`src/hw/rtl/event_pair_lease_allocator_assert.svh`:
```
// Assertion macros shared by the event pair lease allocator RTL.
`ifndef EVENT_PAIR_LEASE_ALLOCATOR_ASSERT_SVH
`define EVENT_PAIR_LEASE_ALLOCATOR_ASSERT_SVH

// same-cycle implication
`define EPLA_ASSERT_IMPLY(label, clk, rst_n, ante, cons) \
  label: assert property (@(posedge clk) disable iff (!rst_n) (ante) |-> (cons)) \
    else $error("event_pair_lease_allocator: assertion failed");

// next-cycle implication
`define EPLA_ASSERT_NEXT(label, clk, rst_n, ante, cons) \
  label: assert property (@(posedge clk) disable iff (!rst_n) (ante) |=> (cons)) \
    else $error("event_pair_lease_allocator: assertion failed");

`endif

```
`src/hw/rtl/epla_pkg.sv`:
```
// Shared types and constants for the event pair lease allocator.
package epla_pkg;

  localparam int EVENT_COUNT_DEF = 64;
  localparam int SLOT_W          = 8;
  localparam int LEASE_W         = 32;
  localparam int Q_DEPTH         = 2;
  localparam int Q_PTR_W         = 1;

  // request type field codes
  localparam logic [1:0] REQ_INIT    = 2'd0;
  localparam logic [1:0] REQ_RESERVE = 2'd1;
  localparam logic [1:0] REQ_RELEASE = 2'd2;

  // classified operation codes
  localparam logic [1:0] OP_INIT    = 2'd0;
  localparam logic [1:0] OP_RESERVE = 2'd1;
  localparam logic [1:0] OP_RELEASE = 2'd2;
  localparam logic [1:0] OP_REJECT  = 2'd3;

  typedef struct packed {
    logic [1:0]         op;
    logic [SLOT_W-1:0]  first_index;
    logic [SLOT_W-1:0]  second_index;
    logic [LEASE_W-1:0] lease;
  } cmd_t;

endpackage

```
`src/hw/rtl/epla_ram.sv`:
```
// Generic RAM: one write port, two registered read ports.
module epla_ram
  import epla_pkg::*;
#(
  parameter int WIDTH = LEASE_W,
  parameter int DEPTH = EVENT_COUNT_DEF
) (
  input  logic                     clk,
  input  logic                     we,
  input  logic [$clog2(DEPTH)-1:0] waddr,
  input  logic [WIDTH-1:0]         wdata,
  input  logic [$clog2(DEPTH)-1:0] raddr_a,
  input  logic [$clog2(DEPTH)-1:0] raddr_b,
  output logic [WIDTH-1:0]         rdata_a,
  output logic [WIDTH-1:0]         rdata_b
);

  logic [WIDTH-1:0] mem_r [DEPTH];

  always_ff @(posedge clk) begin
    if (we) begin
      mem_r[waddr] <= wdata;
    end
    rdata_a <= mem_r[raddr_a];
    rdata_b <= mem_r[raddr_b];
  end

endmodule

```
`src/hw/rtl/epla_front.sv`:
```
// Front end: accepts requests and classifies them into commands.
module epla_front
  import epla_pkg::*;
#(
  parameter int EVENT_COUNT = EVENT_COUNT_DEF
) (
  input  logic               in_valid,
  output logic               in_ready,
  input  logic [1:0]         in_req_type,
  input  logic [SLOT_W-1:0]  in_first_index,
  input  logic [SLOT_W-1:0]  in_second_index,
  input  logic [LEASE_W-1:0] in_lease_in,
  input  logic               q_full,
  output logic               q_push,
  output cmd_t               q_cmd
);

  logic first_ok;
  logic second_ok;
  logic release_ok;

  assign in_ready = !q_full;
  assign q_push   = in_valid && !q_full;

  assign first_ok   = {1'b0, in_first_index} < (SLOT_W + 1)'(EVENT_COUNT);
  assign second_ok  = {1'b0, in_second_index} < (SLOT_W + 1)'(EVENT_COUNT);
  // checks that need no pool state are settled here
  assign release_ok = first_ok && second_ok && (in_first_index != in_second_index)
                      && (in_lease_in != '0);

  always_comb begin
    q_cmd.first_index  = in_first_index;
    q_cmd.second_index = in_second_index;
    q_cmd.lease        = in_lease_in;
    unique case (in_req_type)
      REQ_INIT:    q_cmd.op = OP_INIT;
      REQ_RESERVE: q_cmd.op = OP_RESERVE;
      REQ_RELEASE: q_cmd.op = release_ok ? OP_RELEASE : OP_REJECT;
      default:     q_cmd.op = OP_REJECT;
    endcase
  end

endmodule

```
`src/hw/rtl/epla_queue.sv`:
```
// Two-entry command queue between front end and execution unit.
module epla_queue
  import epla_pkg::*;
(
  input  logic clk,
  input  logic rst_n,
  input  logic push,
  input  cmd_t push_cmd,
  output logic full,
  input  logic pop,
  output logic head_valid,
  output cmd_t head_cmd
);

  cmd_t               entry_r [Q_DEPTH];
  logic [Q_PTR_W-1:0] wr_ptr_r;
  logic [Q_PTR_W-1:0] rd_ptr_r;
  logic [Q_PTR_W:0]   count_r;
  logic [Q_PTR_W:0]   count_nxt;

  assign full       = count_r == (Q_PTR_W + 1)'(Q_DEPTH);
  assign head_valid = count_r != '0;
  assign head_cmd   = entry_r[rd_ptr_r];

  always_comb begin
    count_nxt = count_r;
    if (push && !pop) begin
      count_nxt = count_r + 1'b1;
    end else if (pop && !push) begin
      count_nxt = count_r - 1'b1;
    end
  end

  always_ff @(posedge clk) begin
    if (!rst_n) begin
      wr_ptr_r <= '0;
      rd_ptr_r <= '0;
      count_r  <= '0;
    end else begin
      if (push) begin
        wr_ptr_r <= wr_ptr_r + 1'b1;
      end
      if (pop) begin
        rd_ptr_r <= rd_ptr_r + 1'b1;
      end
      count_r <= count_nxt;
    end
  end

  always_ff @(posedge clk) begin
    if (push) begin
      entry_r[wr_ptr_r] <= push_cmd;
    end
  end

endmodule

```
`src/hw/rtl/epla_back.sv`:
```
// Execution unit: pool state, lease memory and result register.
module epla_back
  import epla_pkg::*;
#(
  parameter int EVENT_COUNT = EVENT_COUNT_DEF
) (
  input  logic               clk,
  input  logic               rst_n,
  input  logic               q_valid,
  input  cmd_t               q_cmd,
  output logic               q_pop,
  output logic               out_valid,
  input  logic               out_ready,
  output logic               out_ok,
  output logic [SLOT_W-1:0]  out_first_slot,
  output logic [SLOT_W-1:0]  out_second_slot,
  output logic [LEASE_W-1:0] out_lease_out
);

  localparam int IDX_W = $clog2(EVENT_COUNT);

  localparam logic [2:0] S_IDLE    = 3'd0;
  localparam logic [2:0] S_RES     = 3'd1;
  localparam logic [2:0] S_RES_WR  = 3'd2;
  localparam logic [2:0] S_REL_CHK = 3'd3;
  localparam logic [2:0] S_DONE    = 3'd4;

  logic [2:0]             state_r, state_nxt;
  logic [EVENT_COUNT-1:0] map_r, map_nxt;
  logic [LEASE_W-1:0]     cnt_r, cnt_nxt;
  logic                   rdy_r, rdy_nxt;
  cmd_t                   cmd_r, cmd_nxt;
  logic [IDX_W-1:0]       lo_r, lo_nxt;
  logic                   res_ok_r, res_ok_nxt;
  logic [SLOT_W-1:0]      res_first_r, res_first_nxt;
  logic [SLOT_W-1:0]      res_second_r, res_second_nxt;
  logic [LEASE_W-1:0]     res_lease_r, res_lease_nxt;

  logic                   out_valid_r;
  logic                   out_ok_r;
  logic [SLOT_W-1:0]      out_first_r;
  logic [SLOT_W-1:0]      out_second_r;
  logic [LEASE_W-1:0]     out_lease_r;
  logic                   out_load;

  logic [EVENT_COUNT-1:0] search_vec;
  logic                   find_ok;
  logic [IDX_W-1:0]       find_idx;
  logic [LEASE_W-1:0]     token;

  logic [IDX_W-1:0]       head_a, head_b, cmd_a, cmd_b;
  logic                   ram_we;
  logic [IDX_W-1:0]       ram_waddr;
  logic [LEASE_W-1:0]     ram_wdata;
  logic [LEASE_W-1:0]     rd_a, rd_b;

  function automatic logic [EVENT_COUNT-1:0] slot_bit(input logic [IDX_W-1:0] idx);
    slot_bit = EVENT_COUNT'(1) << idx;
  endfunction

  assign head_a = q_cmd.first_index[IDX_W-1:0];
  assign head_b = q_cmd.second_index[IDX_W-1:0];
  assign cmd_a  = cmd_r.first_index[IDX_W-1:0];
  assign cmd_b  = cmd_r.second_index[IDX_W-1:0];

  // second pass masks the slot found in the first
  assign search_vec = (state_r == S_RES) ? (map_r | slot_bit(lo_r)) : map_r;
  assign token      = (cnt_r == '0) ? LEASE_W'(1) : cnt_r;

  always_comb begin
    find_ok  = 1'b0;
    find_idx = '0;
    for (int i = EVENT_COUNT - 1; i >= 0; i--) begin
      if (!search_vec[i]) begin
        find_ok  = 1'b1;
        find_idx = IDX_W'(i);
      end
    end
  end

  epla_ram #(
    .WIDTH (LEASE_W),
    .DEPTH (EVENT_COUNT)
  ) u_lease_ram (
    .clk     (clk),
    .we      (ram_we),
    .waddr   (ram_waddr),
    .wdata   (ram_wdata),
    .raddr_a (head_a),
    .raddr_b (head_b),
    .rdata_a (rd_a),
    .rdata_b (rd_b)
  );

  assign out_load = (state_r == S_DONE) && (!out_valid_r || out_ready);

  always_comb begin
    state_nxt      = state_r;
    map_nxt        = map_r;
    cnt_nxt        = cnt_r;
    rdy_nxt        = rdy_r;
    cmd_nxt        = cmd_r;
    lo_nxt         = lo_r;
    res_ok_nxt     = res_ok_r;
    res_first_nxt  = res_first_r;
    res_second_nxt = res_second_r;
    res_lease_nxt  = res_lease_r;
    q_pop          = 1'b0;
    ram_we         = 1'b0;
    ram_waddr      = lo_r;
    ram_wdata      = res_lease_r;
    unique case (state_r)
      S_IDLE: begin
        if (q_valid) begin
          q_pop          = 1'b1;
          cmd_nxt        = q_cmd;
          res_ok_nxt     = 1'b0;
          res_first_nxt  = '0;
          res_second_nxt = '0;
          res_lease_nxt  = '0;
          state_nxt      = S_DONE;
          case (q_cmd.op)
            OP_INIT: begin
              map_nxt    = '0;
              cnt_nxt    = LEASE_W'(1);
              rdy_nxt    = 1'b1;
              res_ok_nxt = 1'b1;
            end
            OP_RESERVE: begin
              if (rdy_r && find_ok) begin
                lo_nxt    = find_idx;
                state_nxt = S_RES;
              end
            end
            OP_RELEASE: begin
              // lease words are read this cycle, compared in the next
              if (rdy_r && map_r[head_a] && map_r[head_b]) begin
                state_nxt = S_REL_CHK;
              end
            end
            default: ;
          endcase
        end
      end
      S_RES: begin
        state_nxt = S_DONE;
        if (find_ok) begin
          cnt_nxt        = token + 1'b1;
          map_nxt        = map_r | slot_bit(lo_r) | slot_bit(find_idx);
          ram_we         = 1'b1;
          ram_waddr      = lo_r;
          ram_wdata      = token;
          res_ok_nxt     = 1'b1;
          res_first_nxt  = SLOT_W'(lo_r);
          res_second_nxt = SLOT_W'(find_idx);
          res_lease_nxt  = token;
          state_nxt      = S_RES_WR;
        end
      end
      S_RES_WR: begin
        ram_we    = 1'b1;
        ram_waddr = res_second_r[IDX_W-1:0];
        ram_wdata = res_lease_r;
        state_nxt = S_DONE;
      end
      S_REL_CHK: begin
        if ((rd_a == cmd_r.lease) && (rd_b == cmd_r.lease)) begin
          map_nxt    = map_r & ~(slot_bit(cmd_a) | slot_bit(cmd_b));
          res_ok_nxt = 1'b1;
        end
        state_nxt = S_DONE;
      end
      S_DONE: begin
        if (out_load) begin
          state_nxt = S_IDLE;
        end
      end
      default: state_nxt = S_IDLE;
    endcase
  end

  always_ff @(posedge clk) begin
    if (!rst_n) begin
      state_r     <= S_IDLE;
      map_r       <= '0;
      cnt_r       <= '0;
      rdy_r       <= 1'b0;
      out_valid_r <= 1'b0;
    end else begin
      state_r <= state_nxt;
      map_r   <= map_nxt;
      cnt_r   <= cnt_nxt;
      rdy_r   <= rdy_nxt;
      if (out_load) begin
        out_valid_r <= 1'b1;
      end else if (out_ready) begin
        out_valid_r <= 1'b0;
      end
    end
  end

  always_ff @(posedge clk) begin
    cmd_r        <= cmd_nxt;
    lo_r         <= lo_nxt;
    res_ok_r     <= res_ok_nxt;
    res_first_r  <= res_first_nxt;
    res_second_r <= res_second_nxt;
    res_lease_r  <= res_lease_nxt;
    if (out_load) begin
      out_ok_r     <= res_ok_r;
      out_first_r  <= res_first_r;
      out_second_r <= res_second_r;
      out_lease_r  <= res_lease_r;
    end
  end

  assign out_valid       = out_valid_r;
  assign out_ok          = out_ok_r;
  assign out_first_slot  = out_first_r;
  assign out_second_slot = out_second_r;
  assign out_lease_out   = out_lease_r;

endmodule

```
`src/hw/rtl/event_pair_lease_allocator.sv`:
```
// Top level of the event pair lease allocator.
// Hands out event slots in pairs from a pool of EVENT_COUNT slots, each pair
// stamped with a nonzero lease token; a pair is released by quoting both slots
// and the token. Requests fail until an initialize request is made, and each
// request returns exactly one result. The front end checks the request fields
// and queues up to two commands, so the input keeps accepting while the
// execution unit works. The execution unit handles one command at a time, and
// its last cycle on a command loads the output register. Initialize, rejected
// requests and a reserve or release refused on the reserved bits go from idle
// straight to the result state; a release that compares lease words passes
// a check state first (the lease memory read is registered); a reserve that
// finds only one free slot passes the second search state; a granted reserve
// passes the second search and then a second write state (two passes of the
// free-slot search and two writes through the single lease memory write
// port). The next command starts on the cycle after a result is loaded. A
// result held off at the output stalls the execution unit; the queue then fills
// and in_ready drops. No clearing pass is needed after reset or initialize:
// the reserved bits are flip-flops and gate every use of the lease memory.
`include "event_pair_lease_allocator_assert.svh"
module event_pair_lease_allocator
  import epla_pkg::*;
#(
  parameter int EVENT_COUNT = EVENT_COUNT_DEF
) (
  input  logic               clk,
  input  logic               rst_n,
  input  logic               in_valid,
  output logic               in_ready,
  input  logic [1:0]         in_req_type,
  input  logic [SLOT_W-1:0]  in_first_index,
  input  logic [SLOT_W-1:0]  in_second_index,
  input  logic [LEASE_W-1:0] in_lease_in,
  output logic               out_valid,
  input  logic               out_ready,
  output logic               out_ok,
  output logic [SLOT_W-1:0]  out_first_slot,
  output logic [SLOT_W-1:0]  out_second_slot,
  output logic [LEASE_W-1:0] out_lease_out
);

  localparam logic [SLOT_W-1:0] SLOT_MAX = SLOT_W'(EVENT_COUNT - 1);

  logic q_full;
  logic q_push;
  cmd_t q_push_cmd;
  logic q_pop;
  logic q_valid;
  cmd_t q_head;

  logic out_has_lease;
  logic out_grant_ok;
  logic out_no_slots;
  logic out_in_pool;

  epla_front #(
    .EVENT_COUNT (EVENT_COUNT)
  ) u_front (
    .in_valid        (in_valid),
    .in_ready        (in_ready),
    .in_req_type     (in_req_type),
    .in_first_index  (in_first_index),
    .in_second_index (in_second_index),
    .in_lease_in     (in_lease_in),
    .q_full          (q_full),
    .q_push          (q_push),
    .q_cmd           (q_push_cmd)
  );

  epla_queue u_queue (
    .clk        (clk),
    .rst_n      (rst_n),
    .push       (q_push),
    .push_cmd   (q_push_cmd),
    .full       (q_full),
    .pop        (q_pop),
    .head_valid (q_valid),
    .head_cmd   (q_head)
  );

  epla_back #(
    .EVENT_COUNT (EVENT_COUNT)
  ) u_back (
    .clk             (clk),
    .rst_n           (rst_n),
    .q_valid         (q_valid),
    .q_cmd           (q_head),
    .q_pop           (q_pop),
    .out_valid       (out_valid),
    .out_ready       (out_ready),
    .out_ok          (out_ok),
    .out_first_slot  (out_first_slot),
    .out_second_slot (out_second_slot),
    .out_lease_out   (out_lease_out)
  );

  assign out_has_lease = out_lease_out != '0;
  assign out_grant_ok  = out_ok && (out_first_slot < out_second_slot);
  assign out_no_slots  = (out_first_slot == '0) && (out_second_slot == '0);
  assign out_in_pool   = (out_first_slot <= SLOT_MAX) && (out_second_slot <= SLOT_MAX);

  // a nonzero lease only comes from a granted pair, lower slot first
  `EPLA_ASSERT_IMPLY(a_lease_means_grant, clk, rst_n, out_valid && out_has_lease, out_grant_ok)
  // results other than a grant carry no slots
  `EPLA_ASSERT_IMPLY(a_no_lease_no_slots, clk, rst_n, out_valid && !out_has_lease, out_no_slots)
  `EPLA_ASSERT_IMPLY(a_slots_in_pool, clk, rst_n, out_valid, out_in_pool)
  // a full queue stays full until the execution unit takes a command
  `EPLA_ASSERT_NEXT(a_full_holds, clk, rst_n, !in_ready && !q_pop, !in_ready)

endmodule

```
`config.mk`:
```
export PLATFORM = sky130hd
export DESIGN_NAME = event_pair_lease_allocator
export DESIGN_NICKNAME = d
export VERILOG_FILES = /design/src/hw/rtl/epla_pkg.sv /design/src/hw/rtl/epla_ram.sv /design/src/hw/rtl/epla_front.sv /design/src/hw/rtl/epla_queue.sv /design/src/hw/rtl/epla_back.sv /design/src/hw/rtl/event_pair_lease_allocator.sv
export VERILOG_INCLUDE_DIRS = /design/src /design/src/hw/rtl
export SDC_FILE = /design/constraint.sdc
export NUM_CORES = 2
export LEC_CHECK = 0
export ABC_AREA = 1
export BUFFER_PORTS_ARGS = -buffer_cell sky130_fd_sc_hd__buf_4
export CAP_MARGIN = 25
export CELL_PAD_IN_SITES_DETAIL_PLACEMENT = 0
export CELL_PAD_IN_SITES_GLOBAL_PLACEMENT = 1
export CORE_MARGIN = 3
export CORE_UTILIZATION = 50
export CTS_BUF_LIST = sky130_fd_sc_hd__clkbuf_8
export CTS_CLUSTER_SIZE = 20
export DETAILED_ROUTE_END_ITERATION = 10
export PLACE_DENSITY_LB_ADDON = 0.1
export SKIP_LAST_GASP = 1
export SYNTH_ARGS = -nofsm -noshare
export SYNTH_HDL_FRONTEND = slang
export SYNTH_SLANG_ARGS = --single-unit
```
`constraint.sdc`:
```
create_clock -name clk -period 11 [get_ports clk]
set_input_delay 2.2 -clock clk [delete_from_list [all_inputs] [get_ports clk]]
set_output_delay 2.2 -clock clk [all_outputs]
set_load 0.01 [all_outputs]
```
# ---- Word level (Yosys, flattened, before mapping)
# Memory sizes are Yosys's and may differ from the RTL's. A register that Yosys moved wholly into a read port is not among the register bits.
# Cells that the tools add are included.
dict set report totals {
  ff_bits 253
  mem_bits_rw 2148
  in_bits 54
  wordCells 274
  mem_count 2
}
dict set report classes {
  n_addsub 5
  magnitude_cmp 4
  eq_ne 17
  n_shift 4
  n_mux 181
  bitwise 5
  n_reduce_logical 36
}
# memory words width rd rd_clocked_by_memory_dff write_ports line
set mem_list {}
lappend mem_list {u_back.u_lease_ram.mem_r 64 32 2 2 1 epla_ram.sv:18} ;# logic [WIDTH-1:0] mem_r [DEPTH];
lappend mem_list {u_queue.entry_r 2 50 1 1 1 epla_queue.sv:15} ;# cmd_t entry_r [Q_DEPTH];
# cell n
set ops {}
lappend ops {{two-way mux 6 bit} 65}
lappend ops {{two-way mux 64 bit} 5}
lappend ops {{left shift 1 x 6 -> 64 bit, first input constant} 4}
lappend ops {{two-way mux 32 bit} 7}
lappend ops {{bitwise OR 64 bit} 3}
lappend ops {{case mux 64 bit (3 select lines)} 1}
lappend ops {{case mux 32 bit (2 select lines)} 2}
lappend ops {{two-way mux 1 bit} 82}
lappend ops {{bitwise AND 64 bit} 1}
lappend ops {{equality test 32 bit} 2}
lappend ops {{inverter 64 bit} 1}
lappend ops {{adder 32 x 1 -> 32 bit, second input constant} 1}
lappend ops {{zero test 32 bit} 1}
lappend ops {{case mux 8 bit (2 select lines)} 2}
lappend ops {{nonzero test 32 bit} 1}
lappend ops {{two-way mux 8 bit} 3}
lappend ops {{< comparator 8 x 7 -> 1 bit, second input constant} 2}
lappend ops {{two-way mux 3 bit} 5}
lappend ops {{< comparator 6 x 7 -> 1 bit, second input constant} 2}
lappend ops {{binary-select mux 1 bit (select 6 bit)} 2}
lappend ops {{case mux 3 bit (4 select lines)} 1}
lappend ops {{AND reduction 4 bit} 3}
lappend ops {{logical AND 1 bit} 11}
lappend ops {{!= test 8 bit} 1}
lappend ops {{25 further kinds} 44}

# ---- Depth between registers and ports, before layout
dict set report depth {
  word_depth 72
  mapped_depth 75
  ltp_nobuf 75
}

# ---- Modules after synthesis
# From an unflattened synthesis, not the netlist that was laid out.
dict set report hier_totals {
  cells_unflattened 13906
  area_unflattened_um2 123961.4
}
# module n_inst cells_per_inst area_each_um2 seq_area_each_um2
set by_module_without_submodules {}
lappend by_module_without_submodules {epla_ram 1 11401 103655.7 62780.2}
lappend by_module_without_submodules {epla_back 1 2192 15567.4 6226.0}
lappend by_module_without_submodules {epla_queue 1 191 4092.7 3103.0}
lappend by_module_without_submodules {epla_front 1 122 645.6 0.0}

# ---- Least setup slack after synthesis
# No wires, ideal clock.
dict set report synth_timing {
  kind {input -> register}
  from {input out_ready}
  to {register u_back.out_first_r[0] (netlist: u_back.out_first_slot[0]) (enable)}
  setup_ps 559
  t_arrival_ps 6528
  required_time_ps 10441
  path_slack_ps 3912
  path_stages 2
  cell_sequence {nor2_1 nor4_1}
}
dict set report synth_via {
  elab_chain_len 2
}
# item line
set synth_lines {}
lappend synth_lines {{start: declaration} event_pair_lease_allocator.sv:34} ;# input logic out_ready,
lappend synth_lines {{logical OR 1 bit} epla_back.sv:95} ;# assign out_load = (state_r == S_DONE) && (!out_valid_r || out_ready);
lappend synth_lines {{logical AND 1 bit} epla_back.sv:95}
lappend synth_lines {{named net u_back.out_load} epla_back.sv:44} ;# logic out_load;
lappend synth_lines {{end signal: assignment} epla_back.sv:211} ;# out_first_r <= res_first_r;
lappend synth_lines {{end: declaration} epla_back.sv:41} ;# logic [SLOT_W-1:0] out_first_r;
# The timed path passes the listed nets, and every way through them passes these cells.
# A chain may end at the register's enable or synchronous reset.

# ---- Worst setup path in the final report
dict set report layout_timing {
  from {register u_back.state_r[1]}
  to {memory u_back.u_lease_ram.mem_r[36][2] (netlist name) (enable)}
}
dict set report layout_via {
  elab_chain_len 70
  elab_cells_between_ends 72
}
# item line
set layout_lines {}
lappend layout_lines {{start: declaration} epla_back.sv:28} ;# logic [2:0] state_r, state_nxt;
lappend layout_lines {{start signal: assignment} epla_back.sv:190} ;# state_r <= state_nxt;
lappend layout_lines {{equality test 3 x 1 -> 1 bit} {epla_back.sv:67, epla_back.sv:112}}
lappend layout_lines {{two-way mux 64 bit} epla_back.sv:67} ;# assign search_vec = (state_r == S_RES) ? (map_r | slot_bit(lo_r)) : map_r;
lappend layout_lines {{two-way mux 1 bit (64 in series)} epla_back.sv:74} ;# if (!search_vec[i]) begin
lappend layout_lines {{two-way mux 1 bit} epla_back.sv:147} ;# if (find_ok) begin
lappend layout_lines {{case mux 1 bit (2 select lines)} epla_back.sv:112} ;# unique case (state_r)
lappend layout_lines {{two-way mux 1 bit} epla_ram.sv:21} ;# if (we) begin
lappend layout_lines {{two-way mux 1 bit (not written as such)} epla_ram.sv:22} ;# mem_r[waddr] <= wdata;
lappend layout_lines {{end: declaration} epla_ram.sv:18}
# Parallel ways exist; a longest one is shown, timed or not.

==> impl_metrics.env <==
export IMPL_regArea_um2=71900
export IMPL_synth_cell_area_um2=121000
export IMPL_cp_cell_sequence="inv_2, nand2_2, buf_4, buf_4, a21oi_1, nand2_1, nor2_1, nand2_1, nor2_1, nand3_1, nor2_1, inv_1, buf_4, nand2_1, nor2_1, clkinv_1, nor2_4, inv_1, nand2_1, nand3_1, nor2_4, buf_4"
export IMPL_ctsHoldBuffers=0
export IMPL_synth_enable_flop_cells=2280
export IMPL_fin_nets=12400
export IMPL_drtAntennaViolNets=0
export IMPL_ctsResizeCount=0
export IMPL_slowest_delay_ps=860
export IMPL_start_util=0.503
export IMPL_cts_setup_buffers=0
export IMPL_die_w_um=498
export IMPL_ys_flop_type="edfxtp_1"
export IMPL_core_um2=241000
export IMPL_clockRootBuffer="clkbuf_8"
export IMPL_power_mw=35.9
export IMPL_drive_gt1_frac=0.0855
export IMPL_required_ps=11720
export IMPL_synth_area_leaders="edfxtp_1 (56%), nand3_1 (8.2%), o211ai_1 (6.3%)"
export IMPL_portBuffers=100
export IMPL_fill_cells=21300
export IMPL_crit_path_end_kind="flip-flop"
export IMPL_io_pins=105
export IMPL_grtUsageTotal=0.363
export IMPL_firstDrtPassIters=9
export IMPL_die_h_um=498
export IMPL_tns_ps=0
export IMPL_h_tree_depth=5
export IMPL_maxCapViolations=0
export IMPL_synth_avg_cell_area_um2=9.62
export IMPL_drv_slew=0
export IMPL_synth_seq_cells=2450
export IMPL_clock_skew_ps=103
export IMPL_grt_max_degree=195
export IMPL_rsz0062_at_grt="false"
export IMPL_layout_commonest_cell="edfxtp_1"
export IMPL_startpoint_type="flip-flop"
export IMPL_status="finished, final reports clean"
export IMPL_place_congestion=0.983
export IMPL_synth_top_area_frac=0.565
export IMPL_antenna_found_initial=9
export IMPL_area_delta_synth_final_pct=9.64
export IMPL_ys_seq_area_frac=0.593
export IMPL_post_route_min_period_ps=7420
export IMPL_cts_clk_slew_worst_paths_ps=60
export IMPL_std_cell_rows=180
export IMPL_grt_pass1_wl_um=666000
export IMPL_insertion_delay_ps=1130
export IMPL_viasPerCell=6.43
export IMPL_drc=0
export IMPL_worstMarginPinSlew_ps=1220
export IMPL_numClockSinks=2450
export IMPL_dr_first_iter_drc_count=12700
export IMPL_hold_violations=0
export IMPL_vias=102000
export IMPL_dieArea_um2=248000
export IMPL_powerDensity_nw_per_um2=270
export IMPL_synth_cells=12600
export IMPL_multi_input_comb_area_um2=41700
export IMPL_period_share=0.674
export IMPL_clk_path_buf_depth=4
export IMPL_worstPathArrival_ps=8130
export IMPL_cp_max_fo=40
export IMPL_ys_async_sr_fraction=0
export IMPL_wl_per_cell_um=29.3
export IMPL_cts_tree="built"
export IMPL_leakage_nw=47.2
export IMPL_path_class="flip-flop to flip-flop"
export IMPL_routed_wirelength_um=465000
export IMPL_critPathSlowestCell="nand3_1"
export IMPL_hpwl_um=277000
export IMPL_finalSetupViolations=0
export IMPL_worst_hold_path_type="flip-flop to flip-flop"
export IMPL_max_freq_ghz=0.135
export IMPL_yosysTopAreaCell="edfxtp_1"
export IMPL_grt_pass1_vias=95600
export IMPL_final_cell_mix="edfxtp_1 (2280), nand3_1 (1976), nand2_1 (1495)"
export IMPL_synth_cell_types=59
export IMPL_slew_headroom=0.185
export IMPL_irDropWorstVdd_uv=182
export IMPL_cts_inserted_buffers=431
export IMPL_ys_warnings_count=0
export IMPL_overflow=0
-- per-layer routing --
| metal | part of all wire | GRT usage | up-vias |
|---|---|---|---|
| met1 | 0.39 | 0.492 | 49500 |
| met2 | 0.45 | 0.558 | 6062 |
| met4 | 0.065 | 0.212 | 2 |
| met3 | 0.093 | 0.0550 | 1262 |
| li1 | - | - | 45200 |
| met5 | 0.000028 | 0 | - |
-- sequential cells by signal, indices dropped and copies added, names as in the netlist, 32 cells and up, named ones only --
name                        cells
u_back.cmd_r                   32
u_back.cnt_r                   32
u_back.map_r                   64
u_back.out_lease_out           32
u_back.res_lease_r             32
u_back.u_lease_ram.mem_r     2048
u_back.u_lease_ram.rdata_a     32
u_back.u_lease_ram.rdata_b     32
u_queue.entry_r                92
-- path summary, 6_finish.rpt --
check	cells past startpoint	from	slack, ps	to
max reg2reg	22	u_back.state_r[1]	3580	u_back.u_lease_ram.mem_r[36][2]
min reg2reg	0	u_back.res_first_r[3]	410	u_back.out_first_slot[3]
max	22	u_back.state_r[1]	3580	u_back.u_lease_ram.mem_r[36][2]
min	0	u_back.res_first_r[3]	410	u_back.out_first_slot[3]
-- layout make-up --
cell class | count | share of cell area
antenna | 7 | 0.000132
clock buffer | 448 | 0.0464
clock inverter | 313 | 0.0115
inverter | 1223 | 0.0350
multi-input combinational | 7889 | 0.313
sequential | 2450 | 0.541
tap | 3185 | 0.0300
timing repair buffer | 367 | 0.0227
-- cells in the mapped netlist (5+ instances only) --
| master | n |
|---|---|
| or2_2 | 29 |
| a211oi_1 | 7 |
| nor4_1 | 40 |
| xor2_1 | 55 |
| nor2_1 | 374 |
| nand4_1 | 29 |
| a2111oi_0 | 5 |
| a31oi_1 | 30 |
| o221ai_1 | 16 |
| inv_2 | 8 |
| nor3_1 | 73 |
| o21ai_0 | 1365 |
| dfxtp_1 | 170 |
| a21oi_1 | 1206 |
| o211ai_1 | 1023 |
| o311ai_0 | 20 |
| inv_1 | 1205 |
| o21ai_1 | 7 |
| clkbuf_1 | 817 |
| nor2_2 | 13 |
| ha_1 | 5 |
| buf_1 | 193 |
| buf_4 | 5 |
| a21oi_2 | 7 |
| nand2_1 | 1497 |
| edfxtp_1 | 2280 |
| xnor2_1 | 15 |
| o22ai_1 | 36 |
| a32o_1 | 8 |
| o31ai_1 | 9 |
| o21bai_1 | 5 |
| clkinv_1 | 9 |
| nand3_1 | 1976 |
| clkbuf_8 | 17 |
-- cells by family (layout without fill, tap and decap cells) --
| group | count (synthesis) | in the layout | synth area share |
|---|---|---|---|
| adders and majority gates | 5 | 5 | 0.000516 |
| AOI/OAI and AO/OA | 3758 | 3758 | 0.180 |
| xor gates and xnor gates | 70 | 70 | 0.00506 |
| and+or+nand+nor | 4052 | 4052 | 0.150 |
| other | 1 | 11 | 0.0000309 |
| DFF | 2450 | 2450 | 0.593 |
| buffers and inverters | 2261 | 2351 | 0.0720 |
-- worst max-delay path, delay by kind of cell (launching register included) --
family	cells	cell delay, ps
flops	1	410
buf+inv	8	2480
compound gates	1	310
simple gates	13	3780
-- per-stage QoR --
step / utilization / hold slack [ps] / cells / setup slack (ps) / cell area [um2]
6_report: 0.552 / 415 / 15900 / 3580 / 133000
5_1_grt: 0.552 / 431 / 15900 / 3270 / 133000
4_1_cts: 0.552 / 417 / 15900 / 3600 / 133000
3_5_place_dp: 0.520 / 405 / 15100 / 3620 / 125000
3_3_place_gp: 0.520 / 408 / 15100 / 3710 / 125000
2_1_floorplan: - / 400 / 12600 / 3910 / 121000
-- power by group --
part	switching [mW]	leakage [nW]	internal [mW]
clock	3.84	4.47	3.96
combinational	12.1	20.6	3.73
sequential	0.464	22.2	11.8
Power figures use the tool's default switching activity.
